**src/hw/rtl/dnv_pkg.sv**
```systemverilog
// ----------------------------------------------------------------------------
// dnv_pkg
// Shared types, constants and character classes for the bus name validator.
// ----------------------------------------------------------------------------
`default_nettype none

package dnv_pkg;

  // Longest member or interface name accepted
  localparam int unsigned MAX_NAME_LEN_DEF = 255;

  // Check mode register codes
  typedef enum logic [1:0] {
    MODE_PATH   = 2'd0,
    MODE_MEMBER = 2'd1,
    MODE_IFACE  = 2'd2
  } mode_t;

  // Character codes with a role of their own
  localparam logic [7:0] CH_NUL    = 8'h00;
  localparam logic [7:0] CH_DOT    = 8'h2E;
  localparam logic [7:0] CH_SLASH  = 8'h2F;
  localparam logic [7:0] CH_USCORE = 8'h5F;

  function automatic logic is_digit(input logic [7:0] c);
    return (c >= 8'h30) && (c <= 8'h39);
  endfunction

  // Letter, digit or underscore
  function automatic logic is_name_char(input logic [7:0] c);
    return ((c >= 8'h61) && (c <= 8'h7A)) ||
           ((c >= 8'h41) && (c <= 8'h5A)) ||
           is_digit(c) || (c == CH_USCORE);
  endfunction

endpackage

`default_nettype wire

```
**src/hw/rtl/dbus_name_validator_top.sv**
```systemverilog
// ----------------------------------------------------------------------------
// dbus_name_validator_top
// Streaming checker for object paths, member names and interface names.
// ----------------------------------------------------------------------------
// Usage:
//   Bytes of a name arrive on the in_ channel (in_valid / in_stall / in_ch),
//   one byte per transfer; a zero byte ends the string. Each terminator gives
//   one verdict transfer on the out_ channel (out_valid / out_stall /
//   out_valid_res); other bytes give none. cfg_we with cfg_wdata selects the
//   mode (0 object path, 1 member name, 2 interface name); the user must keep
//   it written only while the block is idle; the block does not enforce this.
//   A terminator passes the input register (s1) and then the verdict register
//   (out_valid_r / out_res_r). Throughput: one byte per cycle while in_stall is
//   low, set by the single input register feeding the per-string flag and
//   counter update. Reset clears the per-string state, the valid flags of both
//   pipeline registers and the mode (object path). While a verdict waits under
//   out_stall, non-terminator bytes keep flowing; a second terminator holds in
//   the input register and in_stall rises until the waiting verdict is taken.
// ----------------------------------------------------------------------------
`default_nettype none

module dbus_name_validator_top
  import dnv_pkg::*;
#(
  parameter int unsigned MAX_NAME_LEN = MAX_NAME_LEN_DEF
) (
  input  wire logic       clk,
  input  wire logic       rst_n,
  // byte input
  input  wire logic       in_valid,
  output logic            in_stall,
  input  wire logic [7:0] in_ch,
  // verdict output
  output logic            out_valid,
  input  wire logic       out_stall,
  output logic            out_valid_res,
  // mode register
  input  wire logic       cfg_we,
  input  wire logic [1:0] cfg_wdata
);

  localparam int unsigned CW = $clog2(MAX_NAME_LEN + 2);
  localparam logic [CW-1:0] CNT_SAT = CW'(MAX_NAME_LEN + 1);
  localparam logic [CW-1:0] CNT_MAX = CW'(MAX_NAME_LEN);
  localparam logic [CW-1:0] CNT_ONE = CW'(1);

  mode_t           mode_r;
  logic            s1_valid_r, s1_valid_nxt;
  logic [7:0]      s1_ch_r;
  logic            out_valid_r, out_valid_nxt;
  logic            out_res_r, out_res_nxt;
  logic [CW-1:0]   count_r, count_nxt;
  logic            elem_empty_r, elem_empty_nxt;
  logic            err_r, err_nxt;
  logic            dot_r, dot_nxt;

  logic            s1_nul;
  logic            out_free;
  logic            s1_adv;
  logic            in_xfer;
  logic            len_ok;
  logic            verdict;
  logic            first;

  // Handshake control
  assign s1_nul   = (s1_ch_r == CH_NUL);
  assign out_free = !out_valid_r || !out_stall;
  assign s1_adv   = !s1_nul || out_free;
  assign in_stall = s1_valid_r && !s1_adv;
  assign in_xfer  = in_valid && !in_stall;

  assign first  = (count_r == '0);
  assign len_ok = (count_r >= CNT_ONE) && (count_r <= CNT_MAX);

  // Verdict for a terminator under the current mode
  always_comb begin
    case (mode_r)
      MODE_PATH:   verdict = !err_r && !first && ((count_r == CNT_ONE) || !elem_empty_r);
      MODE_MEMBER: verdict = !err_r && len_ok;
      MODE_IFACE:  verdict = !err_r && len_ok && dot_r && !elem_empty_r;
      default:     verdict = 1'b0;
    endcase
  end

  // Per-string state update and pipeline next values
  always_comb begin
    s1_valid_nxt   = s1_valid_r;
    out_valid_nxt  = out_valid_r;
    out_res_nxt    = out_res_r;
    count_nxt      = count_r;
    elem_empty_nxt = elem_empty_r;
    err_nxt        = err_r;
    dot_nxt        = dot_r;

    // drop a verdict once it is taken
    if (out_valid_r && !out_stall) begin
      out_valid_nxt = 1'b0;
    end

    if (s1_valid_r && s1_adv) begin
      if (s1_nul) begin
        out_valid_nxt  = 1'b1;
        out_res_nxt    = verdict;
        count_nxt      = '0;
        elem_empty_nxt = 1'b1;
        err_nxt        = 1'b0;
        dot_nxt        = 1'b0;
      end else begin
        case (mode_r)
          MODE_PATH: begin
            if (first && (s1_ch_r != CH_SLASH)) begin
              err_nxt = 1'b1;
            end
            if (s1_ch_r == CH_SLASH) begin
              if (elem_empty_r && !first) begin
                err_nxt = 1'b1;
              end
              elem_empty_nxt = 1'b1;
            end else if (is_name_char(s1_ch_r)) begin
              elem_empty_nxt = 1'b0;
            end else begin
              err_nxt = 1'b1;
            end
          end
          MODE_MEMBER: begin
            if (!is_name_char(s1_ch_r) || (first && is_digit(s1_ch_r))) begin
              err_nxt = 1'b1;
            end
            elem_empty_nxt = 1'b0;
          end
          MODE_IFACE: begin
            if (s1_ch_r == CH_DOT) begin
              if (elem_empty_r) begin
                err_nxt = 1'b1;
              end
              dot_nxt        = 1'b1;
              elem_empty_nxt = 1'b1;
            end else if (is_name_char(s1_ch_r)) begin
              if (elem_empty_r && is_digit(s1_ch_r)) begin
                err_nxt = 1'b1;
              end
              elem_empty_nxt = 1'b0;
            end else begin
              err_nxt = 1'b1;
            end
          end
          default: begin
          end
        endcase
        // saturate the length one past the limit
        if (count_r < CNT_SAT) begin
          count_nxt = count_r + CNT_ONE;
        end
      end
    end

    // advance the input register
    if (in_xfer) begin
      s1_valid_nxt = 1'b1;
    end else if (s1_adv) begin
      s1_valid_nxt = 1'b0;
    end
  end

  // Control and state registers
  always_ff @(posedge clk) begin
    if (!rst_n) begin
      mode_r       <= MODE_PATH;
      s1_valid_r   <= 1'b0;
      out_valid_r  <= 1'b0;
      count_r      <= '0;
      elem_empty_r <= 1'b1;
      err_r        <= 1'b0;
      dot_r        <= 1'b0;
    end else begin
      if (cfg_we) begin
        mode_r <= mode_t'(cfg_wdata);
      end
      s1_valid_r   <= s1_valid_nxt;
      out_valid_r  <= out_valid_nxt;
      count_r      <= count_nxt;
      elem_empty_r <= elem_empty_nxt;
      err_r        <= err_nxt;
      dot_r        <= dot_nxt;
    end
  end

  // Payload registers
  always_ff @(posedge clk) begin
    if (in_xfer) begin
      s1_ch_r <= in_ch;
    end
    out_res_r <= out_res_nxt;
  end

  assign out_valid     = out_valid_r;
  assign out_valid_res = out_res_r;

endmodule

`default_nettype wire

```
**config.mk**
```make
export PLATFORM = sky130hd
export DESIGN_NAME = dbus_name_validator_top
export DESIGN_NICKNAME = d
export VERILOG_FILES = /design/src/hw/rtl/dnv_pkg.sv /design/src/hw/rtl/dbus_name_validator_top.sv
export SDC_FILE = /design/constraint.sdc
export NUM_CORES = 1
export LEC_CHECK = 0
export BUFFER_PORTS_ARGS = -buffer_cell sky130_fd_sc_hd__buf_2
export CAP_MARGIN = 20
export CORE_ASPECT_RATIO = 0.9
export CORE_MARGIN = 2
export CORE_UTILIZATION = 50
export CTS_CLUSTER_DIAMETER = 120
export DETAILED_ROUTE_END_ITERATION = 6
export PLACE_DENSITY = 0.67
export SETUP_SLACK_MARGIN = 0.3
export SYNTH_ARGS = -nofsm -noshare
export SYNTH_HDL_FRONTEND = slang
export SYNTH_SLANG_ARGS = --single-unit
export TNS_END_PERCENT = 1
```
**constraint.sdc**
```tcl
create_clock -name clk -period 2.4 [get_ports clk]
set_input_delay 0.24 -clock clk [delete_from_list [all_inputs] [get_ports clk]]
set_output_delay 0.24 -clock clk [all_outputs]
set_load 0.02 [all_outputs]
```
# Word-level counts from Yosys, hierarchy flattened
# Cells that the tools add are included.
[totals] regBits=25 in_bits=15 out_inout_bits=3 word_cells=102
[classes] n_addsub=1 n_lt_le_gt_ge=9 eq_ne=10 n_mux=27 reduce_logical=46
[op_table] operator="1-bit two-way mux" count=22
[op_table] operator="9-bit two-way mux" count=2
[op_table] operator="1-bit logical AND" count=17
[op_table] operator="8-bit by 6-bit == test with 1-bit output, second input constant" count=2
[op_table] operator="8-bit by 7-bit >= comparator with 1-bit output, second input constant" count=2
[op_table] operator="8-bit by 7-bit <= comparator with 1-bit output, second input constant" count=2
[op_table] operator="9-bit by 1-bit adder with 9-bit output, second input constant" count=1
[op_table] operator="9-bit by 1-bit == test with 1-bit output, second input constant" count=1
[op_table] operator="9-bit by 1-bit >= comparator with 1-bit output, second input constant" count=1
[op_table] operator="9-bit by 8-bit <= comparator with 1-bit output, second input constant" count=1
[op_table] operator="1-bit zero test" count=9
[op_table] operator="9-bit zero test" count=1
[op_table] operator="9-bit < comparator, second input constant" count=1
[op_table] operator="1-bit one-hot mux with 3 select lines" count=3
[op_table] operator="8-bit by 7-bit == test with 1-bit output, second input constant" count=1
[op_table] operator="8-bit by 6-bit >= comparator with 1-bit output, second input constant" count=1
[op_table] operator="8-bit by 6-bit <= comparator with 1-bit output, second input constant" count=1
[op_table] operator="8-bit zero test" count=1
[op_table] operator="8-bit by 6-bit != test with 1-bit output, second input constant" count=1
[op_table] operator="2-bit nonzero test" count=4
[op_table] operator="1-bit logical OR" count=7
[op_table] operator="2-bit AND reduction" count=3
[op_table] operator="5-bit != test, second input constant" count=1
[op_table] operator="5-bit AND reduction" count=1
[op_table] operator="7 further kinds" count=7

# Longest topological paths before layout
# Gate-level depths: netlist of the first run.
[depth] ltp_word=10 mapped_depth=7 mapped_depth_nobuf=7

# Worst setup path before layout of the first run
# No wires, ideal clock.
[synth_timing] path_type="register to register" from="register s1_ch_r[0]" to="register s1_ch_r[0] (enable)" setup_ps=297 arrival_ps=1983 required_time_ps=2103 path_slack_ps=120 stages_incl_launch_ff=7 path_buffers=1 period_less_slack_ps=2280 path_cell_list="edfxtp_1 -> or4_4 -> buf_6 -> nor3_2 -> nand2_1 -> nor2_1 -> nor2b_1"
[synth_via] elab_chain_cells=7
[synth_lines] item="start: declaration" line="dbus_name_validator_top.sv:49" source="logic [7:0] s1_ch_r;"
[synth_lines] item="start signal: assignment" line="dbus_name_validator_top.sv:191" source="s1_ch_r <= in_ch;"
[synth_lines] item="8-bit zero test" line="dbus_name_validator_top.sv:66" source="assign s1_nul = (s1_ch_r == CH_NUL);"
[synth_lines] item="1-bit zero test" line="dbus_name_validator_top.sv:68" source="assign s1_adv = !s1_nul || out_free;"
[synth_lines] item="1-bit logical OR" line="dbus_name_validator_top.sv:68"
[synth_lines] item="1-bit zero test" line="dbus_name_validator_top.sv:69" source="assign in_stall = s1_valid_r && !s1_adv;"
[synth_lines] item="1-bit logical AND" line="dbus_name_validator_top.sv:69"
[synth_lines] item="named net in_stall" line="dbus_name_validator_top.sv:31" source="output logic in_stall,"
[synth_lines] item="1-bit zero test" line="dbus_name_validator_top.sv:70" source="assign in_xfer = in_valid && !in_stall;"
[synth_lines] item="1-bit logical AND" line="dbus_name_validator_top.sv:70"
[synth_lines] item="named net in_xfer" line="dbus_name_validator_top.sv:60" source="logic in_xfer;"
# The timed path passes the listed nets, and every way through them passes these cells.
# A chain may end at the register's enable or synchronous reset.

# Worst setup path in the final report of the first run
[layout_timing] from="register s1_ch_r[1]" to="register err_r"
[layout_via] elab_chain_cells=9 elab_cells_between_ends=38 classes_between="6 x order compare; 7 x eq/ne; 8 x mux; 17 x reduce/logical"
[layout_lines] item="8-bit by 7-bit >= comparator with 1-bit output, or another cell as far along" line="dnv_pkg.sv:31" source="return ((c >= 8'h61) && (c <= 8'h7A)) ||"
[layout_lines] item="1-bit logical AND, on equally long branches" line="dnv_pkg.sv:31, dnv_pkg.sv:32"
[layout_lines] item="1-bit logical OR" line="dnv_pkg.sv:31"
[layout_lines] item="1-bit logical OR" line="dnv_pkg.sv:32" source="((c >= 8'h41) && (c <= 8'h5A)) ||"
[layout_lines] item="1-bit logical OR" line="dnv_pkg.sv:33" source="is_digit(c) || (c == CH_USCORE);"
[layout_lines] item="1-bit two-way mux, or another cell as far along" line="dbus_name_validator_top.sv:138" source="end else if (is_name_char(s1_ch_r)) begin"
[layout_lines] item="1-bit two-way mux, or another cell as far along" line="dbus_name_validator_top.sv:132" source="if (s1_ch_r == CH_DOT) begin"
[layout_lines] item="1-bit one-hot mux with 3 select lines / 3-bit != test (equally long branches)"
[layout_lines] item="1-bit two-way mux / 5-bit AND reduction (equally long branches)"
[layout_lines] item="end signal: assignment" line="dbus_name_validator_top.sv:183" source="err_r <= err_nxt;"
[layout_lines] item="end: declaration" line="dbus_name_validator_top.sv:54" source="logic err_r, err_nxt;"
# Parallel ways exist; a longest one is shown, timed or not.

==> results of run 1 <==
==> power by group through the flow <==
| stage | Sequential (mW) | Clock, mW | Combinational, mW |
|---|---|---|---|
| 5_1_grt | 0.484 | 0.207 | 0.131 |
| 4_1_cts | 0.480 | 0.187 | 0.113 |
| 2_1_floorplan | 0.482 | 0 | 0.0811 |
| 3_3_place_gp | 0.490 | 0 | 0.101 |
| 3_5_place_dp | 0.491 | 0 | 0.103 |
| 6_report | 0.481 | 0.179 | 0.116 |
==> worst min path at each step <==
stage / start / to / slack [ns] / cells past startpoint
4_1_cts: in_ch[1] / s1_ch_r[1] / 0.08 / 1
3_5_place_dp: in_ch[1] / s1_ch_r[1] / 0.42 / 1
3_3_place_gp: in_ch[1] / s1_ch_r[1] / 0.42 / 1
6_report: in_ch[4] / s1_ch_r[4] / 0.1 / 1
2_1_floorplan: in_ch[0] / s1_ch_r[0] / 0.34 / 0
5_1_grt: in_ch[2] / s1_ch_r[2] / 0.07 / 1
==> routing by layer <==
layer  GRT usage  routed length (µm)  vias to the layer above
met5           0                   0                        -
met4     0.04348                  24                        0
met3     0.04215                 151                        4
met2      0.3257                1474                       36
met1      0.3060                1408                      575
li1            -                   -                      604
==> layout by cell type, fill, tap and decap left out, drive strengths merged, types with 3 or more instances in the layout <==
cell type	count
buf	24
nor2	17
dfxtp	16
edfxtp	9
nand2	9
a21oi	9
inv	8
ha	8
o21ai	6
nand3	5
xor2	5
nand4	4
nor3	4
clkbuf	4
nor2b	3
nor4b	3
and3	3
mux2i	3
==> registers in the layout (all words and copies together) (netlist names) <==
signal / cells
count_r: 9
dot_r: 1
elem_empty_r: 1
err_r: 1
mode_r: 2
out_valid: 1
out_valid_res: 1
s1_ch_r: 8
s1_valid_r: 1
==> kinds of logic (layout without fill, tap and decap cells) <==
logic type | Yosys count | after routing | share of synthesized area
AO/OA/AOI/OAI | 31 | 31 | 0.1598
XOR/XNOR | 7 | 7 | 0.04210
adder cells (fa/ha/maj) | 8 | 8 | 0.06873
buffers and inverters | 12 | 36 | 0.04381
flip-flops | 25 | 25 | 0.4055
multiplexers | 3 | 3 | 0.02062
AND/OR/NAND/NOR | 64 | 64 | 0.2595
==> metrics by stage <==
step / hold WS (ns) / utilization / cells / setup slack, ns / instance area [µm²]
2_1_floorplan: 0.3389 / - / 150 / 0.3475 / 1464
3_3_place_gp: 0.4163 / 0.5678 / 204 / 0.3265 / 1573
3_5_place_dp: 0.4184 / 0.5678 / 204 / 0.2807 / 1573
4_1_cts: 0.08017 / 0.5958 / 213 / 0.3175 / 1650
5_1_grt: 0.06616 / 0.5994 / 214 / 0.2304 / 1660
6_report: 0.09604 / 0.5994 / 214 / 0.3207 / 1660
==> final cells by class <==
class	count	area (µm²)
Multi-Input combinational cell	113	823.3
Fill cell	263	1110
Timing Repair Buffer	24	140.1
Sequential cell	25	590.6
Clock buffer	4	26.28
Inverter	8	30.03
Tap cell	40	50.05
==> repair_timing <==
item	in CTS	in global routing
pin swaps	2	1
resized for setup	3	1
setup buffers	5	1
endpoints found under the setup margin	14	9
==> flow_summary.yaml, run 1 <==
min_path:
  hold_path.class: "in -> reg"
global_route:
  grt_use_total: 0.2112
  grt_pass1_vias: 1203
  antenna_found_initial: 0
  grt_max_degree: 14
  grt_pass1_wl_mm: 5.471
  grt_remaining_overflow: 0
place:
  port_buffers: 17
  gp_routability_congestion: 0.8815
  dp_hpwl_mm: 2.350
pwr:
  p_leak_nw: 0.6594
  comb_power_share: 0.149
  clockPowerShare: 0.231
  intPower_mw: 0.5808
  power_frac_seq: 0.620
  power.density_nw_per_um2: 466.7
  ir_worst_vdd_mv: 0.4122
  report.power.total_mw: 0.7749
  switchingPower_mw: 0.1942
  switching_share: 0.2506
yosys:
  synthesis.area_um2: 1456
  ys.flop_type: "dfxtp_1"
  synthArstFlopShare: 0
  synth_top_area_frac: 0.2199
  synth_top_area_cell: "dfxtp_1"
  ys_seq_area_frac: 0.4055
  ys_types: 50
  yosys_warnings: 0
  ys_seq_elements: 25
  synth_edf_count: 9
  yosys-top-cells-count: "16 x dfxtp_1, 16 x nor2_1, 9 x edfxtp_1, 9 x nand2_1"
  synth.avg_cell_area_um2: 9.709
  netlist_top_cells_area: "dfxtp_1 22%, edfxtp_1 19%, ha_1 6.9%, nor2_1 4.1%, xor2_1 3.0%"
  syn-num-nets: 173
  synthCells: 150
setup_path:
  path_class: "reg -> reg"
  rr_startpoint: "s1_ch_r[1]"
  worstPathArrival_ns: 2.29
  cp_max_fo: 4
  crit_end: "err_r"
  crit_required_ns: 2.61
  startpoint_type: "register"
  crit_start: "s1_ch_r[1]"
  slowest_stage: "or4_4"
  end_kind: "register"
  critical-path-max-stage-delay_ns: 0.59
  cp.depth: 6
  r2r_slack_ns: 0.32
  crit_path_cell_trace: "or4_4 -> buf_4 -> o21ai_0 -> a2bb2oi_1 -> o221ai_1 -> mux2i_1"
  critPathTopFamily: "compound AO/OA/AOI/OAI gates"
  rr_worst_depth: 6
  reg2reg_to: "err_r"
  path_buf_inv: 1
route:
  drt_iter0_drc: 109
  vias: 1219
  wl_mm: 3.059
  dr.pass1.iters: 4
  drc: 0
  wl_per_cell_um: 14.29
  ant_nets: 0
  vias_per_cell: 5.696
layout:
  synthToLayoutAreaGrowth_pct: 14.00
  drive_gt1_frac: 0.2299
  num-nets-final: 198
  antenna_cells: 0
clock_tree:
  cts_buffers: 3
  cts_buffer_depth: 2
  cts-root-buf: "clkbuf_4"
  cts_sinks: 25
  clk_latency_ns: 0.31
  htree_levels: 1
  cts_hold_buf: 0
  clk_pin_slew_worst_paths_ns: 0.12
  tritoncts: "yes"
run_status:
  status: "completed"
sta:
  fin_tns_setup_ns: 0
  rsz0062_at_grt: "true"
  setup_violations: 0
  max_slew_margin: 0.5564
  period_needed_ns: 2.079
  timing.final.crit_share: 0.8664
  fin_skew_ns: 0.004028
  worstMarginPinSlew_ns: 0.6640
  hold_viol_final: 0
  max_freq_ghz: 0.4809
  drv_slew: 0
floorplan:
  pin_count: 18
  die_y_um: 55.20
  dieArea_um2: 3361
  core_area_um2: 2770
  row_count: 18
  initial_utilization: 0.5257
  die_w_um: 60.89
job:
  maxCapViolCount: 0
Power figures use the tool's default switching activity.
==> run 2: changes to the inputs <==
--- a/config.mk
+++ b/config.mk
@@ -5,6 +5,7 @@
 export SDC_FILE = /design/constraint.sdc
 export NUM_CORES = 1
 export LEC_CHECK = 0
+export ABC_AREA = 1
 export BUFFER_PORTS_ARGS = -buffer_cell sky130_fd_sc_hd__buf_2
 export CAP_MARGIN = 20
 export CORE_ASPECT_RATIO = 0.9
@@ -14,6 +15,7 @@
 export DETAILED_ROUTE_END_ITERATION = 6
 export PLACE_DENSITY = 0.67
 export SETUP_SLACK_MARGIN = 0.3
+export SLEW_MARGIN = 5
 export SYNTH_ARGS = -nofsm -noshare
 export SYNTH_HDL_FRONTEND = slang
 export SYNTH_SLANG_ARGS = --single-unit
==> run 2 against run 1 <==
Compared with the run above: combinational power barely moved; sequential share of layout area fell by 1.0 points; global-route usage fell by 1.9 points; first-iteration DRC count fell by 10%; sequential cell count did not move; sequential power barely moved; critical path type is now reg -> out.
==> flow_summary.yaml, run 2 <==
run_status:
  status: "completed"
floorplan:
  initial_utilization: 0.5163
  row_count: 19
  die_y_um: 56.76
  core_area_um2: 2995
  die_w_um: 62.62
  pin_count: 18
  dieArea_um2: 3554
sta:
  worstMarginPinSlew_ns: 0.3014
  rsz0062_at_grt: "false"
  timing.final.crit_share: 0.7970
  max_freq_ghz: 0.5228
  fin_skew_ns: 0.01151
  fin_tns_setup_ns: 0
  drv_slew: 0
  hold_viol_final: 0
  period_needed_ns: 1.913
  max_slew_margin: 0.7989
  worst_slack_ns: 0.4871
  setup_violations: 0
global_route:
  grt_pass1_wl_mm: 5.361
  grt_pass1_vias: 1236
  grt_use_total: 0.1920
  antenna_found_initial: 0
  grt_max_degree: 16
  grt_remaining_overflow: 0
setup_path:
  crit_required_ns: 2.16
  rr_startpoint: "s1_ch_r[1]"
  end_kind: "output pin"
  path_class: "reg -> out"
  rr_worst_depth: 8
  worstPathArrival_ns: 1.67
  cp_max_fo: 6
  reg2reg_to: "s1_ch_r[2]"
  startpoint_type: "register"
  r2r_slack_ns: 0.69
yosys:
  yosys-top-cells-count: "47 x nand2_1, 33 x inv_1, 33 x nor2_1"
  synth_top_area_frac: 0.2071
  synth_xor_area_frac: 0.005663
  synthSimpleGateAreaFrac: 0.3390
  syn-num-nets: 233
  synth_compound_area_frac: 0.1165
  synth_top_family_by_area: "simple AND/OR/NAND/NOR gates"
  synthAdderAreaFrac: 0.06472
  synthArstFlopShare: 0
  synthesis.area_um2: 1546
  ys_seq_elements: 25
  ys.flop_type: "dfxtp_1"
  synth_edf_count: 9
  netlist_top_cells_area: "dfxtp_1 21%, edfxtp_1 17%, nand2_1 11%, inv_1 8.0%, nor2_1 8.0%"
  synth_top_area_cell: "dfxtp_1"
  yosys_warnings: 0
  synthCells: 210
  ys_seq_area_frac: 0.3819
  synth.avg_cell_area_um2: 7.364
  ys_types: 26
  synth_most_common_cell: "nand2_1"
  synth_mux_area_frac: 0
route:
  wl_per_cell_um: 11.44
  ant_nets: 0
  vias: 1339
  drt_iter0_drc: 98
  dr.pass1.iters: 4
  vias_per_cell: 4.923
  drc: 0
  wl_mm: 3.113
layout:
  fin_cells: 272
  num-nets-final: 254
  layout_common_cells: "47 x nand2_1, 33 x inv_1, 33 x nor2_1"
  drive_gt1_frac: 0.1870
  top_regs: "count_r (9), s1_ch_r (8), mode_r (2)"
  largest_register_ff_count: 9
  largest_register: "count_r"
  layout_commonest_cell: "nand2_1"
  fin_util: 0.5710
  antenna_cells: 0
  synthToLayoutAreaGrowth_pct: 10.60
clock_tree:
  clk_latency_ns: 0.33
  clk_pin_slew_worst_paths_ns: 0.15
  htree_levels: 1
  cts_buffers: 3
  cts-root-buf: "clkbuf_4"
  cts_resized: 0
  cts_buffer_depth: 2
  tritoncts: "yes"
  cts_hold_buf: 0
  cts_sinks: 25
  cts_setup_buffers: 0
job:
  maxCapViolCount: 0
min_path:
  holdPathStages: 1
  hold_start: "in_ch[3]"
  hold_path.class: "in -> reg"
  hold_end: "s1_ch_r[3]"
pwr:
  power.density_nw_per_um2: 463.3
  report.power.total_mw: 0.7924
  p_leak_nw: 0.8354
  ir_worst_vdd_mv: 0.2926
place:
  place_ws_ns: 0.6996
  gp_routability_congestion: 0.9017
  place_inst: 268
  dp_hpwl_mm: 2.481
  port_buffers: 17
[run 2: cell types whose count changed after synthesis, moves of 4 or more]
cell | previous run | this run
nor2_1 | 16 | 33
nand2_1 | 9 | 47
a21oi_1 | 8 | 15
inv_1 | 8 | 33
nand3_1 | 5 | 10
xor2_1 | 5 | 1
nand2_4 | 0 | 6
[run 2: worst max-delay path by stage]
stage,startpoint,end,cells past startpoint
2_1_floorplan,s1_ch_r[1],s1_ch_r[0],8
3_3_place_gp,s1_ch_r[4],s1_ch_r[2],8
3_5_place_dp,s1_ch_r[1],s1_ch_r[3],8
4_1_cts,s1_ch_r[1],in_stall,6
5_1_grt,s1_ch_r[1],in_stall,6
6_report,s1_ch_r[1],in_stall,6
[run 2: per-layer routing]
metal  vias up  global-route usage  routed length [µm]
li1        700                   -                   -
met5         -                   0                   0
met1       609              0.2544                1487
met3         5             0.02605                 109
met4         0             0.07302                  46
met2        25              0.3195                1470
[run 2: kinds of logic (layout without fill, tap and decap cells)]
kind of cell,after synthesis,in the layout
AND/OR/NAND/NOR,110,110
buffers and inverters,36,56
AO/OA/AOI/OAI,30,30
flip-flops,25,25
adder cells (fa/ha/maj),8,8
XOR/XNOR,1,1
[run 2: power breakdown]
| part | leakage, nW | internal [mW] | switching, mW |
|---|---|---|---|
| registers | 0.217 | 0.459 | 0.0187 |
| logic | 0.604 | 0.0452 | 0.0730 |
| clock network | 0.0139 | 0.0638 | 0.133 |
[run 2: metrics by stage]
stage,cell area (µm²),hold WS [ns]
2_1_floorplan,1546,0.3389
3_3_place_gp,1680,0.4178
3_5_place_dp,1680,0.4181
4_1_cts,1710,0.06528
5_1_grt,1710,0.05002
6_report,1710,0.07021
[run 2: cell type report]
class                      count  area, µm²
clock inverter                 1      7.507
clock buffer                   3      22.52
tap                           42      52.55
multi-input combinational    149      813.3
sequential                    25      590.6
fill                         306       1285
inverter                      35      138.9
timing repair buffer          17      85.08
[run 2: critical path, cell delays in order (launching register included)]
cell and delay [ns]:
edfxtp_1 0.49, nor2_2 0.15, nand2_2 0.10, nor2_8 0.21, nand2_4 0.08, nor2_1 0.13
buf_2 0.19
==> run 3: changes to the inputs <==
--- a/config.mk
+++ b/config.mk
@@ -5,7 +5,7 @@
 export SDC_FILE = /design/constraint.sdc
 export NUM_CORES = 1
 export LEC_CHECK = 0
-export ABC_AREA = 1
+export ABC_AREA = 0
 export BUFFER_PORTS_ARGS = -buffer_cell sky130_fd_sc_hd__buf_2
 export CAP_MARGIN = 20
 export CORE_ASPECT_RATIO = 0.9
@@ -13,7 +13,7 @@
 export CORE_UTILIZATION = 50
 export CTS_CLUSTER_DIAMETER = 120
 export DETAILED_ROUTE_END_ITERATION = 6
-export PLACE_DENSITY = 0.67
+export PLACE_DENSITY = 0.7
 export SETUP_SLACK_MARGIN = 0.3
 export SLEW_MARGIN = 5
 export SYNTH_ARGS = -nofsm -noshare
==> constraint.sdc (replaced) <==
create_clock -name clk -period 1.7 [get_ports clk]
set_input_delay 0.17 -clock clk [delete_from_list [all_inputs] [get_ports clk]]
set_output_delay 0.17 -clock clk [all_outputs]
set_load 0.02 [all_outputs]
==> run 3 against run 2 <==
Compared with the run above: the flow now finishes with violations (setup timing); worst hold slack got worse by 0.059 ns; utilization rose by 17 points; via count rose by 7.4%; clock power rose by 40%; first-iteration DRC count fell by 9.2%; die area fell by 5.4%; register-to-register slack got worse by 1.1 ns; cell count fell by 7.0%; sequential share of layout area fell by 5.6 points; critical endpoint is now elem_empty_r; largest cell class unchanged; highest routed layer unchanged.
==> flow_summary.yaml, run 3 (same netlist as run 1, synthesis figures left out) <==
setup_path:
  crit_path_cell_trace: "or4_4 -> buf_6 -> o41ai_4 -> buf_4 -> a21oi_2 -> buf_4 -> a21oi_1 -> o21ai_1"
  r2r_slack_ns: -0.42
  crit_start: "s1_ch_r[2]"
  end_kind: "register"
  rr_worst_depth: 8
  reg2reg_to: "elem_empty_r"
  cp_max_fo: 4
  startpoint_type: "register"
  critical-path-max-stage-delay_ns: 0.60
  crit_required_ns: 1.92
  crit_top_cell: "buf_4"
  rr_startpoint: "s1_ch_r[2]"
  path_class: "reg -> reg"
  worstPathArrival_ns: 2.34
  slowest_stage: "or4_4"
route:
  ant_nets: 0
  drt_iter0_drc: 89
  vias_per_cell: 5.684
  drc: 0
  wl_per_cell_um: 15.74
  dr.pass1.iters: 4
  vias: 1438
  wl_mm: 3.983
floorplan:
  initial_utilization: 0.5257
  die_y_um: 55.20
  row_count: 18
  core_area_um2: 2770
  pin_count: 18
  die_w_um: 60.89
  dieArea_um2: 3361
global_route:
  grt_use_met1: 0.3353
  busiest_layer: "met2"
  grt_max_degree: 15
  grt_use_met2: 0.4086
  antenna_found_initial: 0
  grtUsageMet3: 0.05855
  grt_remaining_overflow: 0
  grt_pass1_wl_mm: 6.472
  grt_pass1_vias: 1424
  grt_use_total: 0.2496
sta:
  period_needed_ns: 2.116
  hold_viol_final: 0
  max_slew_margin: 0.6910
  worst_slack_ns: -0.4163
  timing.final.crit_share: 1.245
  timing.hold.ws_ns: 0.01104
  fin_skew_ns: 0.005579
  rsz0062_at_grt: "true"
  setup_violations: 23
  worstMarginPinSlew_ns: 0.4635
  fin_tns_setup_ns: -4.842
  max_freq_ghz: 0.4725
  drv_slew: 0
layout:
  layout_commonest_cell: "buf_4"
  largest_register_ff_count: 9
  fin_util: 0.7389
  synthToLayoutAreaGrowth_pct: 40.55
  top_regs: "count_r (9), s1_ch_r (8), mode_r (2)"
  antenna_cells: 0
  num-nets-final: 237
  layout_common_cells: "38 x buf_4, 16 x buf_2, 15 x nor2_1, 15 x dfxtp_1, 9 x edfxtp_1"
  largest_register: "count_r"
  drive_gt1_frac: 0.3803
clock_tree:
  clk_latency_ns: 0.33
  tritoncts: "yes"
  cts_buffer_depth: 2
  cts_sinks: 25
  htree_levels: 1
  cts-root-buf: "clkbuf_4"
  clk_pin_slew_worst_paths_ns: 0.14
  cts_buffers: 3
min_path:
  hold_start: "in_ch[5]"
  holdPathStages: 1
  hold_path.class: "in -> reg"
  hold_end: "s1_ch_r[5]"
pwr:
  power.density_nw_per_um2: 577.7
  report.power.total_mw: 1.183
  ir_worst_vdd_mv: 0.5399
  p_leak_nw: 0.8844
run_status:
  failed_checks: "setup timing"
  status: "complete, but fails checks"
place:
  place_ws_ns: -0.4085
  port_buffers: 17
  dp_hpwl_mm: 2.762
  gp_routability_congestion: 0.8146
job:
  maxCapViolCount: 0
run 3: report_power, final:
part | total [mW] | switching (mW) | internal, mW
combinational | 0.234 | 0.110 | 0.124
clock | 0.275 | 0.187 | 0.0883
sequential | 0.673 | 0.0256 | 0.648
total | 1.18 | 0.323 | 0.860
run 3: cell type report:
type,count,area (µm²)
fill,205,723.2
clock buffer,3,22.52
timing repair buffer,63,457.9
sequential,25,591.8
tap,40,50.05
multi-input combinational,113,889.6
clock inverter,1,5.005
inverter,8,30.03
run 3: what timing repair did:
item | 4_1_cts | 5_1_grt
pin swaps | 10 | 5
resized for setup | 14 | 5
setup endpoints to repair | 25 | 25
setup buffers | 5 | 0
hold buffers | 2 | 5
hold endpoints to repair | 2 | 5
run 3: how the worst max path moves through the flow:
stage                         endpoint  slack [ns]  depth (start not counted)
after floorplan             s1_ch_r[0]       -0.28                          6
after CTS                 elem_empty_r       -0.32                          6
final                     elem_empty_r       -0.42                          8
after global routing      elem_empty_r       -0.46                          8
after global placement      count_r[6]       -0.30                          5
after detailed placement    count_r[5]       -0.41                          5
run 3: routing by layer:
metal	share of wire	vias up
li1	-	687
met4	0.016	0
met3	0.058	12
met5	0	-
met1	0.40	677
met2	0.53	62
run 3: metrics by stage:
step	cell area (µm²)	std cells
floorplan	1466	150
global placement	1823	237
detailed placement	1823	237
CTS	1974	248
global route	2047	253
finish	2047	253
run 3: critical path: cells and delay by family (launching register included):
kind / cells / cell delay, ns
flops: 1 / 0.41
simple gates: 1 / 0.60
buf+inv: 3 / 0.50
compound gates: 4 / 0.51
